===== src/hdl/sliding_window_lane_search_defines.svh =====
// Assertion macros for the sliding window lane search block.
// Used by the top level only; no other dependencies.
`ifndef SLIDING_WINDOW_LANE_SEARCH_DEFINES_SVH
`define SLIDING_WINDOW_LANE_SEARCH_DEFINES_SVH

`ifndef SYNTHESIS
// Same-cycle implication, disabled in reset
`define SWLS_ASSERT_IMP(lbl, clk, rstn, ante, cons) \
    lbl: assert property (@(posedge clk) disable iff (!rstn) (ante) |-> (cons)) \
        else $error("swls assertion failed");
// Next-cycle implication, disabled in reset
`define SWLS_ASSERT_NXT(lbl, clk, rstn, ante, cons) \
    lbl: assert property (@(posedge clk) disable iff (!rstn) (ante) |=> (cons)) \
        else $error("swls assertion failed");
`else
`define SWLS_ASSERT_IMP(lbl, clk, rstn, ante, cons)
`define SWLS_ASSERT_NXT(lbl, clk, rstn, ante, cons)
`endif

`endif


===== src/hdl/swls_pkg.sv =====
// Package for the sliding window lane search: item types, constants,
// controller states and the command/status structs. No dependencies.
package swls_pkg;

    // Default geometry
    localparam int IMG_WIDTH_DEF   = 512;
    localparam int IMG_HEIGHT_DEF  = 512;
    localparam int NUM_WINDOWS_DEF = 8;

    // Fixed field widths
    localparam int PIX_VAL_W = 8;
    localparam int WNUM_W    = 3;
    localparam int CENTER_W  = 9;
    localparam int HITS_W    = 16;
    localparam int COLSUM_W  = 17;
    localparam int HW_W      = 10;
    localparam int THR_W     = 19;

    // Register map and reset values
    localparam int APB_DATA_W = 32;
    localparam int APB_ADDR_W = 3;
    localparam logic REG_HALF_WIDTH = 1'b0;
    localparam logic REG_MIN_PIXELS = 1'b1;
    localparam logic [HW_W-1:0]  HW_RESET  = HW_W'(65);
    localparam logic [THR_W-1:0] THR_RESET = THR_W'(400);

    typedef struct packed {
        logic [PIX_VAL_W-1:0] pixel_value;
        logic                 frame_end;
    } in_item_t;

    typedef struct packed {
        logic [WNUM_W-1:0]   window_number;
        logic [CENTER_W-1:0] left_center;
        logic [CENTER_W-1:0] right_center;
        logic [HITS_W-1:0]   left_hits;
        logic [HITS_W-1:0]   right_hits;
        logic                last_window;
    } out_item_t;

    typedef enum logic [3:0] {
        ST_CLEAR,
        ST_LOAD,
        ST_FLUSH,
        ST_SCAN,
        ST_SCAN_DRAIN,
        ST_TRACKS,
        ST_BOX_INIT,
        ST_BOX,
        ST_BOX_DRAIN,
        ST_RESULT,
        ST_DIV_L,
        ST_DIV_L_RUN,
        ST_DIV_R,
        ST_DIV_R_RUN,
        ST_WIN_NEXT
    } swls_state_t;

    typedef struct packed {
        logic accept;
        logic clear_step;
        logic scan_init;
        logic scan_step;
        logic load_tracks;
        logic win_init;
        logic box_init;
        logic box_step;
        logic side_next;
        logic emit;
        logic div_start_l;
        logic div_start_r;
        logic next_win;
    } swls_cmd_t;

    typedef struct packed {
        logic idx_last;
        logic box_empty;
        logic box_last;
        logic side_right;
        logic recenter_l;
        logic recenter_r;
        logic div_done;
        logic win_last;
        logic out_free;
    } swls_status_t;

endpackage


===== src/hdl/swls_ctrl.sv =====
// Controller FSM of the lane search: sequences clearing, loading, the
// start-column scan, box counting and recentering. Uses swls_pkg.
module swls_ctrl (
    input  logic                  aclk,
    input  logic                  aresetn,
    input  logic                  s_valid,
    input  logic                  s_frame_end,
    input  swls_pkg::swls_status_t status,
    output swls_pkg::swls_cmd_t    cmd,
    output logic                  s_ready
);
    import swls_pkg::*;

    swls_state_t state_reg, state_next;

    // State register
    always_ff @(posedge aclk) begin
        if (!aresetn) begin
            state_reg <= ST_CLEAR;
        end else begin
            state_reg <= state_next;
        end
    end

    // Next state and commands
    always_comb begin
        state_next = state_reg;
        cmd        = '0;
        s_ready    = 1'b0;
        unique case (state_reg)
            ST_CLEAR: begin
                cmd.clear_step = 1'b1;
                if (status.idx_last) begin
                    state_next = ST_LOAD;
                end
            end
            ST_LOAD: begin
                s_ready    = 1'b1;
                cmd.accept = s_valid;
                if (s_valid && s_frame_end) begin
                    state_next = ST_FLUSH;
                end
            end
            ST_FLUSH: begin
                cmd.scan_init = 1'b1;
                state_next    = ST_SCAN;
            end
            ST_SCAN: begin
                cmd.scan_step = 1'b1;
                if (status.idx_last) begin
                    state_next = ST_SCAN_DRAIN;
                end
            end
            ST_SCAN_DRAIN: begin
                state_next = ST_TRACKS;
            end
            ST_TRACKS: begin
                cmd.load_tracks = 1'b1;
                cmd.win_init    = 1'b1;
                state_next      = ST_BOX_INIT;
            end
            ST_BOX_INIT: begin
                cmd.box_init = 1'b1;
                state_next   = status.box_empty ? ST_BOX_DRAIN : ST_BOX;
            end
            ST_BOX: begin
                cmd.box_step = 1'b1;
                if (status.box_last) begin
                    state_next = ST_BOX_DRAIN;
                end
            end
            ST_BOX_DRAIN: begin
                if (!status.side_right) begin
                    cmd.side_next = 1'b1;
                    state_next    = ST_BOX_INIT;
                end else begin
                    state_next = ST_RESULT;
                end
            end
            ST_RESULT: begin
                if (status.out_free) begin
                    cmd.emit   = 1'b1;
                    state_next = ST_DIV_L;
                end
            end
            ST_DIV_L: begin
                if (status.recenter_l) begin
                    cmd.div_start_l = 1'b1;
                    state_next      = ST_DIV_L_RUN;
                end else begin
                    state_next = ST_DIV_R;
                end
            end
            ST_DIV_L_RUN: begin
                if (status.div_done) begin
                    state_next = ST_DIV_R;
                end
            end
            ST_DIV_R: begin
                if (status.recenter_r) begin
                    cmd.div_start_r = 1'b1;
                    state_next      = ST_DIV_R_RUN;
                end else begin
                    state_next = ST_WIN_NEXT;
                end
            end
            ST_DIV_R_RUN: begin
                if (status.div_done) begin
                    state_next = ST_WIN_NEXT;
                end
            end
            ST_WIN_NEXT: begin
                if (status.win_last) begin
                    state_next = ST_LOAD;
                end else begin
                    cmd.next_win = 1'b1;
                    state_next   = ST_BOX_INIT;
                end
            end
            default: begin
                state_next = ST_CLEAR;
            end
        endcase
    end

endmodule


===== config.mk =====
export PLATFORM = sky130hd
export DESIGN_NAME = swls_ctrl
export DESIGN_NICKNAME = d
export VERILOG_FILES = /design/src/hdl/sliding_window_lane_search_defines.svh /design/src/hdl/swls_pkg.sv /design/src/hdl/swls_ctrl.sv
export SDC_FILE = /design/constraint.sdc
export NUM_CORES = 1
export LEC_CHECK = 0
export BUFFER_PORTS_ARGS = -buffer_cell sky130_fd_sc_hd__buf_2
export CORE_MARGIN = 5
export CORE_UTILIZATION = 38
export DETAILED_ROUTE_END_ITERATION = 10
export GPL_TIMING_DRIVEN = 0
export PLACE_DENSITY = 0.72
export REMOVE_ABC_BUFFERS = 1
export SETUP_SLACK_MARGIN = 0.5
export SYNTH_ARGS = -nofsm -noshare
export SYNTH_HDL_FRONTEND = slang
export SYNTH_SLANG_ARGS = --single-unit

===== constraint.sdc =====
create_clock -name aclk -period 1.46 [get_ports aclk]
set_clock_uncertainty 0.05 [all_clocks]
set_input_delay 0.292 -clock aclk [delete_from_list [all_inputs] [get_ports aclk]]
set_output_delay 0.292 -clock aclk [all_outputs]
set_load 0.005 [all_outputs]

Word-level counts from Yosys, hierarchy flattened:

Index checks and enable logic that the tools add are counted.

* equality and inequality tests: 21
* reductions and logical operators: 3
* mux-type cells: 31

Operators with widths (count)
* $pmux W4 S15: 1
* $mux W4: 9
* $eq A4 B4 Y1 const B: 7
* $mux W1: 17
* $eq A4 B3 Y1 const B: 4
* $ne A2 B2 Y1 const B: 7
* $eq A4 B2 Y1 const B: 2
* $reduce_and A7 Y1: 1
* $mux W3: 2
* $eq A4 B1 Y1 const B: 1
* $logic_not A4 Y1: 1
* $mux W2: 2
* $logic_and A1 B1 Y1: 1

* input bits: 13
* output and inout port bits: 14
* bits in registers: 4
* logic and storage cells: 56

Logic depth before layout (Yosys ltp):

Gate-level depths: netlist (run 1).

* depth in word-level cells: 3
* gate-level depth with buffers: 6
* gate-level depth less buffers: 5

Worst setup path before layout (run 1):

No wires, ideal clock.

* path kind: register to output
* from: register state_reg[3]
* to: output port cmd[4] (netlist name)
* arrival: 1275 ps
* setup slack: -157 ps
* path buffers: 2
* stages on the path, launching flop included: 5
* data required time: 1118 ps
* cell sequence: dfxtp_1 -> buf_2 -> buf_1 -> nor2b_1 -> nor4b_1

RTL lines
* from (decl): RTL line swls_ctrl.sv:14 `swls_state_t state_reg, state_next;`
* from (signal assigned): RTL line swls_ctrl.sv:21 `state_reg <= state_next;`
* to (decl): RTL line swls_ctrl.sv:9 `output swls_pkg::swls_cmd_t cmd,`

Worst setup path in the final report (run 1):

* from: register state_reg[1]
* to: register state_reg[1]

* word-level cells in the longest chain between the ends: 3
* elaborated cells between the ends (all ways): 24
* those cells by class: eq/ne: 21; mux: 1; reduce/logical: 2

Ends and longest elaborated chain
* $eq A4 B1 Y1, or another cell as far along: RTL line swls_ctrl.sv:30 `unique case (state_reg)`
* $ne A2 B2 Y1 (no source line)
* $reduce_and A7 Y1 (no source line)

Several ways; a longest one is shown, not always the timed one.
A chain may end at the register's enable or synchronous reset.

==> results.md, run 1 <==
- Lkg Pwr: 0.357 nW
- Hold WC Path Type: input port to register
- Routed WL: 1690 um
- Max-cap violations: 0
- Worst R2R Start: state_reg[1]
- Vias in the first global route: 608
- Tcrit/Tclk final: 109%
- Worst Slack Setup Final: -0.132 ns
- Largest net degree at the start of global routing: 17
- Via count: 701
- Initial antenna violation count: 0
- P&R area growth vs syn: 57.3%
- RSZ-0062 raised after global routing: yes
- Syn. warnings: 0
- I/O pin cnt: 27
- Synth area leaders: dfxtp_1 16%, mux2i_1 5.9%, nand2_1 5.2%
- Leading cell type in the layout, fill and taps excluded: buf_2
- CORE AREA: 1280 um2
- Starting density of the core: 39.4%
- Worst setup startpoint: state_reg[1]
- Flops & latches, synth: 4
- Nature of the critical path endpoint: register
- Synth Area per Inst: 7.04 um2
- Final Max Tran Viols: 0
- Endpoints failing hold: 0
- Worst-path clk slew: 0.04 ns
- Delay-heaviest family, CP: compound AO/OA/AOI/OAI gates
- Top-area cell type share of the netlist area: 15.8%
- Clk_lat worst skew: 0.23 ns
- Least-Margin Pin Slew: 0.321 ns
- Most frequent cells in the layout: 27 x buf_2, 10 x buf_4, 7 x nand2_1, 5 x nor2_1
- HPWL Detailed: 997 um
- Synthesized instance count: 72
- PwrDens: 1450 nW/um2
- Tot GR Track Use: 16.3%
- Main synth FF type: dfxtp_1
- Post-synth top area cell: dfxtp_1
- Placer's final routability congestion estimate: 0.711
- Max_slew headroom: 78.3%
- Critical path type: register to register
- Post-synth EDFFs: 0
- FILL cells: 124
- First-pass GRT wire length: 2510 um
- WP data arrival: 1.66 ns
- Antenna diodes: 0
- Die Area: 2160 um2
- Port buffer count: 26
- Row count: 13
- Clock tree buffer depth: 2
- Cells along the critical path: nor4_1, a31oi_1, o22ai_2, or2_1, o221a_2
- Max stage delay on crit path: 0.44 ns
- Total chip power: 1.15 mW
- Vias per cell: 5.79
- Detailed Routing Iterations Pass 1: 4
- FMAX: 628 MHz
- Seq/Total Area, Yosys: 15.8%
- Mapped Area: 507 um2
- Max reg flops: 4
- Hold Startpoint: aresetn
- Initial detailed-routing violation count: 11
- Failing checks: negative setup slack
- Startpoint types: register
- Root buf cell: clkbuf_4
- VDD IR-drop max: 0.000732 V
- Drt drc: 0
- Slowest cell on the critical path: dfxtp_4
- CTS Buf Count: 3
- CP required: 1.53 ns
- Status: finished with violations
- Remaining Overflow, GRT: 0
- Fin nets: 121
- Final min period: 1.59 ns
- CTS tree: yes
- Final hold slack: 0.292 ns
- Yosys cell types: 36
- Final setup viols: 10
- Share of cells above drive strength 1: 52.8%
- WP buf/inv: 0
- Num Clock Sinks: 4
- Post-layout util: 62.0%
- Avg WL per Cell: 13.9 um
- H-tree levels: 1
- Die span in x: 46.5 um
- Final ANT Viol Nets: 0
- Die height: 46.5 um
- CP Max Fanout: 13
- Ys async rst share: 0%
final cells by class:
| type | instances | area [um2] | area share, % |
|---|---|---|---|
| Timing Repair Buffer | 38 | 221 | 27.8 |
| Tap cell | 15 | 18.8 | 2.35 |
| Sequential cell | 4 | 95.1 | 11.9 |
| Clock buffer | 3 | 22.5 | 2.83 |
| Inverter | 2 | 7.51 | 0.942 |
| Multi-Input combinational cell | 59 | 432 | 54.2 |
report_power, final:
| group | switching [mW] | internal [mW] | leakage, nW |
|---|---|---|---|
| sequential | 0.126 | 0.164 | 0.0356 |
| combinational | 0.318 | 0.407 | 0.307 |
| clock | 0.0461 | 0.0920 | 0.0138 |
cells in the mapped netlist (2+ instances only):
library cell / count
nand2_1: 7
nor2_1: 5
nor3_1: 5
dfxtp_1: 4
o21ai_0: 4
clkbuf_1: 3
mux2i_1: 3
nand2b_1: 3
nor2b_1: 3
a21boi_1: 2
a21oi_1: 2
a31oi_1: 2
inv_1: 2
nor3b_1: 2
nor4_1: 2
nor4b_1: 2
o22ai_1: 2
layer usage:
| layer | track usage [%] | part of all wire, % |
|---|---|---|
| met2 | 27.5 | 51 |
| met5 | 0 | 0 |
| met3 | 5.86 | 7.1 |
| met1 | 20.0 | 41 |
| met4 | 2.27 | 1.1 |
cell families after synthesis:
group | after synthesis | share of synthesized area (%)
mux | 3 | 5.93
flops | 4 | 15.8
xor+xnor | 1 | 1.73
simple gates | 35 | 39.8
compound gates | 20 | 27.7
buf+inv | 9 | 9.13
what timing repair did:
action / in CTS / in global routing
setup buffers: 7 / 5
gates resized for setup: 14 / 6
pin swaps: 1 / 0
setup endpoints to repair: 18 / 18
hold buffers: 0 / 0
stage by stage:
stage / setup slack [ns] / TNS (ns) / area, um2 / instances
2_1_floorplan: -0.369 / -0.866 / 468 / 65
3_3_place_gp: -0.578 / -2.78 / 617 / 106
3_5_place_dp: -0.611 / -3.27 / 617 / 106
4_1_cts: -0.112 / -0.800 / 728 / 116
5_1_grt: -0.202 / -1.84 / 797 / 121
6_report: -0.132 / -0.627 / 797 / 121
path summary, 6_finish.rpt:
check | endpoint | slack [ns] | cells after the start
worst max-delay path | state_reg[1] | -0.13 | 5
worst min-delay path | state_reg[1] | 0.29 | 2
worst max register to register | state_reg[1] | -0.13 | 5
worst min register to register | state_reg[0] | 0.51 | 2
No activity file was read; power rests on OpenSTA's default activity.
==> run 2, diff against run 1 <==
--- a/config.mk
+++ b/config.mk
@@ -5,7 +5,7 @@
 export SDC_FILE = /design/constraint.sdc
 export NUM_CORES = 1
 export LEC_CHECK = 0
-export BUFFER_PORTS_ARGS = -buffer_cell sky130_fd_sc_hd__buf_2
+export BUFFER_PORTS_ARGS = -buffer_cell sky130_fd_sc_hd__buf_4
 export CORE_MARGIN = 5
 export CORE_UTILIZATION = 38
 export DETAILED_ROUTE_END_ITERATION = 10
==> run 2 against run 1 <==
Net effect: the run still ends with negative setup slack left; setup slack worse by 0.018 ns; sequential power is 2% lower; sequential cell count stayed put; sequential share of layout area is 2.5 points lower; critical path type unchanged.
==> results.md, run 2 (synthesized netlist as in run 1, its figures left out) <==
- Initial antenna violation count: 0 (unchanged)
- Clk_lat worst skew: 0.24 ns (was 0.23 ns)
- I/O pin cnt: 27 (unchanged)
- Max reg flops: 4 (unchanged)
- Routed WL: 1960 um (was 1690 um)
- Status: finished with violations (unchanged)
- Least-Margin Pin Slew: 0.244 ns (was 0.321 ns)
- PwrDens: 1500 nW/um2 (was 1450 nW/um2)
- H-tree levels: 1 (unchanged)
- Via count: 730 (was 701)
- Worst Slack Setup Final: -0.149 ns (was -0.132 ns)
- Lkg Pwr: 0.428 nW (was 0.357 nW)
- Starting density of the core: 39.4% (unchanged)
- Final ANT Viol Nets: 0 (unchanged)
- Share of cells above drive strength 1: 61.9% (was 52.8%)
- Placer's final routability congestion estimate: 0.754 (was 0.711)
- Remaining Overflow, GRT: 0 (unchanged)
- Vias per cell: 5.70 (was 5.79)
- Startpoint types: register (unchanged)
- P&R area growth vs syn: 99.5% (was 57.3%)
- Hold WC Path Type: input port to register (unchanged)
- HPWL Detailed: 1050 um (was 997 um)
- Num Clock Sinks: 4 (unchanged)
- Sw power: 0.614 mW (was 0.490 mW)
- Root buf cell: clkbuf_4 (unchanged)
- CTS Buf Count: 3 (unchanged)
- FMAX: 621 MHz (was 628 MHz)
- Seq pwr share: 18.7% (was 25.2%)
- Logic pwr share: 72.0% (was 62.9%)
- Leading cell type in the layout, fill and taps excluded: buf_4 (was buf_2)
- Net Sw Frac: 40.5% (was 42.5%)
- Port buffer count: 26 (unchanged)
- Max-cap violations: 0 (unchanged)
- Tcrit/Tclk final: 110% (was 109%)
- Final Max Tran Viols: 0 (unchanged)
- CP required: 1.57 ns (was 1.53 ns)
- Clock tree buffer depth: 2 (unchanged)
- First-pass GRT wire length: 3110 um (was 2510 um)
- Clock power share: 9.3% (was 12.0%)
- RSZ-0062 raised after global routing: yes (unchanged)
- Die height: 46.5 um (unchanged)
- FILL cells: 99 (was 124)
- Drt drc: 0 (unchanged)
- Tot GR Track Use: 20.0% (was 16.3%)
- VDD IR-drop max: 0.000907 V (was 0.000732 V)
- Die Area: 2160 um2 (unchanged)
- Avg WL per Cell: 15.3 um (was 13.9 um)
- Row count: 13 (unchanged)
- Failing checks: negative setup slack (unchanged)
- Total chip power: 1.52 mW (was 1.15 mW)
- CORE AREA: 1280 um2 (unchanged)
- Most frequent cells in the layout: 37 x buf_4, 5 x nand2_1, 5 x buf_6, 4 x nor2_1, 4 x dfxtp_4 (was 27 x buf_2, 10 x buf_4, 7 x nand2_1, 5 x nor2_1)
- R2R cell count: 7 (was 5)
- Final min period: 1.61 ns (was 1.59 ns)
- Vias in the first global route: 678 (was 608)
- Critical path type: register to register (unchanged)
- Initial detailed-routing violation count: 18 (was 11)
- Final setup viols: 17 (was 10)
- Crit. path cell count: 7 (was 5)
- Setup tns final: -1.22 ns (was -0.627 ns)
- WP buf/inv: 2 (was 0)
- Max stage delay on crit path: 0.37 ns (was 0.44 ns)
- Cells along the critical path: buf_8, buf_6, nand2b_4, a32oi_2, o21ai_1, or3_1, a21boi_1 (was nor4_1, a31oi_1, o22ai_2, or2_1, o221a_2)
- Antenna diodes: 0 (unchanged)
- Die span in x: 46.5 um (unchanged)
- Endpoints failing hold: 0 (unchanged)
- CTS tree: yes (unchanged)
- Fin nets: 128 (was 121)
- Delay-heaviest family, CP: simple AND/OR/NAND/NOR gates (was compound AO/OA/AOI/OAI gates)
- Largest net degree at the start of global routing: 14 (was 17)
- WP data arrival: 1.72 ns (was 1.66 ns)
- Worst-path clk slew: 0.05 ns (was 0.04 ns)
- Slowest cell on the critical path: dfxtp_4 (unchanged)
- Max_slew headroom: 83.5% (was 78.3%)
- CP Max Fanout: 6 (was 13)
- Worst Hold Path Cells: 2 (unchanged)
- Pre-CTS setup slack: -0.603 ns (was -0.611 ns)
- Detailed Routing Iterations Pass 1: 4 (unchanged)
- Nature of the critical path endpoint: register (unchanged)
- Internal power: 0.901 mW (was 0.664 mW)
## run 2: stage by stage
stage | cell area (um2) | util (%) | hold WS, ns | instances
after floorplan | 468 | - | 0.388 | 65
after global placement | 682 | 53.1 | 0.535 | 106
after detailed placement | 682 | 53.1 | 0.536 | 106
after CTS | 933 | 72.6 | 0.279 | 125
after global routing | 1010 | 78.7 | 0.288 | 128
final | 1010 | 78.7 | 0.281 | 128
## run 2: worst paths after layout
| check | start | to | slack [ns] |
|---|---|---|---|
| setup reg to reg | state_reg[2] | state_reg[0] | -0.15 |
| setup / recovery | state_reg[2] | state_reg[0] | -0.15 |
| hold / removal | aresetn | state_reg[1] | 0.28 |
| hold reg to reg | state_reg[1] | state_reg[1] | 0.62 |
## run 2: power groups by stage
stage	clock network, mW	logic (mW)	registers [mW]
final	0.141	1.09	0.283
after CTS	0.142	0.944	0.282
after detailed placement	0	0.519	0.298
after floorplan	0	0.336	0.252
after global placement	0	0.506	0.296
after global routing	0.156	1.18	0.290
## run 2: metal layers
metal | wire (um) | global-route usage (%)
met1 | 734 | 24.3
met2 | 967 | 34.3
met3 | 226 | 5.86
met4 | 32 | 4.55
met5 | 0 | 0
## run 2: worst reg2reg max path: stages, from the launching register on
cell and delay (ns):
dfxtp_4 0.37, buf_8 0.15, buf_6 0.13, nand2b_4 0.14, a32oi_2 0.20, o21ai_1 0.07
or3_1 0.31, a21boi_1 0.13
## run 2: cell type report
class	count	area [um2]	share of cell area (%)
Sequential cell	4	95.1	9.41
Inverter	2	7.51	0.743
Timing Repair Buffer	45	374	37.0
Multi-Input combinational cell	59	493	48.8
Tap cell	15	18.8	1.86
Clock buffer	3	22.5	2.23
## run 2: repair_timing
action | in CTS | in global routing
setup endpoints to repair | 18 | 18
hold buffers | 0 | 0
pin swaps | 15 | 6
buffers inserted | 16 | 3
resized for setup | 33 | 8
==> run 3, diff against run 2 <==
--- a/config.mk
+++ b/config.mk
@@ -8,6 +8,7 @@
 export BUFFER_PORTS_ARGS = -buffer_cell sky130_fd_sc_hd__buf_4
 export CORE_MARGIN = 5
 export CORE_UTILIZATION = 38
+export CTS_BUF_LIST = sky130_fd_sc_hd__clkbuf_8 sky130_fd_sc_hd__clkbuf_16
 export DETAILED_ROUTE_END_ITERATION = 10
 export GPL_TIMING_DRIVEN = 0
 export PLACE_DENSITY = 0.72
==> run 3 against run 2 <==
Net effect: the run still ends with negative setup slack left; core utilization fell by 10 points; clock power rose by 65%; final area fell by 13%; sequential share of layout area rose by 1.4 points.
==> results.md, run 3 (synthesized netlist as in run 1, its figures left out) <==
- Status: finished with violations (unchanged)
- Failing checks: negative setup slack (unchanged)
- Avg WL per Cell: 16.0 um (was 15.3 um)
- Logic pwr share: 59.8% (was 72.0%)
- Detailed Routing Iterations Pass 1: 4 (unchanged)
- Largest net degree at the start of global routing: 14 (unchanged)
- First-pass GRT wire length: 2790 um (was 3110 um)
- Total chip power: 1.34 mW (was 1.52 mW)
- Internal power: 0.794 mW (was 0.901 mW)
- Final setup viols: 10 (was 17)
- Setup slack, reg-to-reg: -0.14 ns (was -0.15 ns)
- I/O pin cnt: 27 (unchanged)
- Clock power share: 17.4% (was 9.3%)
- Row count: 13 (unchanged)
- Hold buffers post-CTS: 0 (unchanged)
- Via count: 699 (was 730)
- Startpoint types: register (unchanged)
- Final Max Tran Viols: 0 (unchanged)
- Worst-path clk slew: 0.04 ns (was 0.05 ns)
- Die span in x: 46.5 um (unchanged)
- Hold Startpoint: aresetn (unchanged)
- Storage cell area: 95.1 um2 (unchanged)
- Seq pwr share: 22.8% (was 18.7%)
- R2R cell count: 6 (was 7)
- Leading cell type in the layout, fill and taps excluded: buf_4 (unchanged)
- Worst R2R Start: state_reg[2] (unchanged)
- CP Max Fanout: 11 (was 6)
- Fin nets: 117 (was 128)
- Tcrit/Tclk final: 109% (was 110%)
- Placer's final routability congestion estimate: 0.754 (unchanged)
- Hold WC Path Type: input port to register (unchanged)
- Die Area: 2160 um2 (unchanged)
- Port buffer count: 26 (unchanged)
- H-tree levels: 1 (unchanged)
- Max reg flops: 4 (unchanged)
- Clock tree buffer depth: 2 (unchanged)
- Endpoints failing hold: 0 (unchanged)
- Drt drc: 0 (unchanged)
- Final ANT Viol Nets: 0 (unchanged)
- RSZ-0062 raised after global routing: yes (unchanged)
- FMAX: 626 MHz (was 621 MHz)
- Max_slew headroom: 79.1% (was 83.5%)
- Remaining Overflow, GRT: 0 (unchanged)
- Antenna diodes: 0 (unchanged)
- Die height: 46.5 um (unchanged)
- Num Clock Sinks: 4 (unchanged)
- WP data arrival: 1.69 ns (was 1.72 ns)
- Share of cells above drive strength 1: 51.0% (was 61.9%)
- Worst Slack Setup Final: -0.137 ns (was -0.149 ns)
- Clk_lat worst skew: 0.22 ns (was 0.24 ns)
- CORE AREA: 1280 um2 (unchanged)
- PwrDens: 1530 nW/um2 (was 1500 nW/um2)
- CTS tree: yes (unchanged)
- VDD IR-drop max: 0.000650 V (was 0.000907 V)
- Critical path type: register to register (unchanged)
- P&R area growth vs syn: 73.1% (was 99.5%)
- Lkg Pwr: 0.365 nW (was 0.428 nW)
- Multi-input logic area: 454 um2 (was 493 um2)
- Least-Margin Pin Slew: 0.310 ns (was 0.244 ns)
- Final min period: 1.60 ns (was 1.61 ns)
- Most frequent cells in the layout: 31 x buf_4, 7 x nand2_1, 5 x nor2_1, 4 x nor3_1, 4 x dfxtp_4 (was 37 x buf_4, 5 x nand2_1, 5 x buf_6, 4 x nor2_1, 4 x dfxtp_4)
- Net Sw Frac: 40.8% (was 40.5%)
- Nature of the critical path endpoint: register (unchanged)
- Initial detailed-routing violation count: 9 (was 18)
- Vias in the first global route: 625 (was 678)
- Root buf cell: clkbuf_8 (was clkbuf_4)
- Reg2reg end: state_reg[0] (unchanged)
- Vias per cell: 5.97 (was 5.70)
- Final hold slack: 0.309 ns (was 0.281 ns)
- Tot GR Track Use: 18.0% (was 20.0%)
- Sw power: 0.548 mW (was 0.614 mW)
- CP required: 1.55 ns (was 1.57 ns)
- CTS Buf Count: 3 (unchanged)
- Worst Hold Path Cells: 2 (unchanged)
- Starting density of the core: 39.4% (unchanged)
- HPWL Detailed: 1050 um (unchanged)
- Initial antenna violation count: 0 (unchanged)
- Max-cap violations: 0 (unchanged)
- Worst Hold Path EP: state_reg[1] (unchanged)
- Routed WL: 1870 um (was 1960 um)
- FILL cells: 114 (was 99)
run 3: changes by cell type in the layout (fill, tap and decap cells not counted), moves of 2 or more:
cell and delta:
nand2b_1 +2, buf_4 -6, nand2b_4 -2, clkbuf_4 -3
nor3_2 -2, nand2_2 -2, buf_6 -3, clkbuf_8 +3
nand2_1 +2
run 3: worst max-delay path by stage:
stage                            start           end  slack, ns  depth (start not counted)
after floorplan           state_reg[2]  state_reg[1]      -0.37                          5
after global placement    state_reg[2]  state_reg[1]      -0.59                          5
after detailed placement  state_reg[2]  state_reg[1]      -0.60                          5
after CTS                 state_reg[2]  state_reg[1]      -0.09                          5
after global routing      state_reg[2]  state_reg[0]      -0.21                          6
final                     state_reg[2]  state_reg[0]      -0.14                          6
run 3: cell type report:
cell class              count  area share (%)
well taps                  15            2.14
flip-flops and latches      4            10.8
repair buffers             34            29.7
multi-input cells          59            51.8
clock buffers               3            4.71
inverters                   2           0.856
run 3: timing repair:
action,4_1_cts,5_1_grt
gates cloned,0,0
gates resized for setup,17,8
buffers inserted,7,1
pin swaps,3,2
endpoints found under the setup margin,18,18
run 3: critical path, cell delays in order (launching register included):
cell,delay [ns]
dfxtp_4,0.39
buf_6,0.16
nand2b_1,0.15
a32oi_1,0.23
o21ai_1,0.08
or3_1,0.31
a21boi_1,0.15
run 3: per-stage QoR:
| step | utilization (%) | instances | instance area, um2 | setup TNS, ns | worst slack, ns |
|---|---|---|---|---|---|
| CTS | 64.7 | 116 | 831 | -0.608 | -0.0919 |
| detailed placement | 53.1 | 106 | 682 | -3.44 | -0.603 |
| global placement | 53.1 | 106 | 682 | -3.13 | -0.593 |
| global route | 68.3 | 117 | 877 | -1.79 | -0.215 |
| finish | 68.3 | 117 | 877 | -0.826 | -0.137 |
| floorplan | - | 65 | 468 | -0.866 | -0.369 |
run 3: metal layers:
| layer | up-vias | routed length (um) | part of all wire, % | global-route usage [%] |
|---|---|---|---|---|
| li1 | 334 | - | - | - |
| met1 | 336 | 715 | 38 | 21.7 |
| met2 | 25 | 1020 | 54 | 31.6 |
| met3 | 4 | 127 | 6.8 | 5.08 |
| met4 | 0 | 16 | 0.85 | 2.84 |
| met5 | - | 0 | 0 | 0 |
run 3: power groups by stage:
stage	Combinational (mW)	Clock (mW)	Sequential (mW)
after floorplan	0.336	0	0.252
after global placement	0.506	0	0.296
after detailed placement	0.519	0	0.298
after CTS	0.712	0.232	0.298
after global routing	0.881	0.253	0.317
final	0.803	0.233	0.306
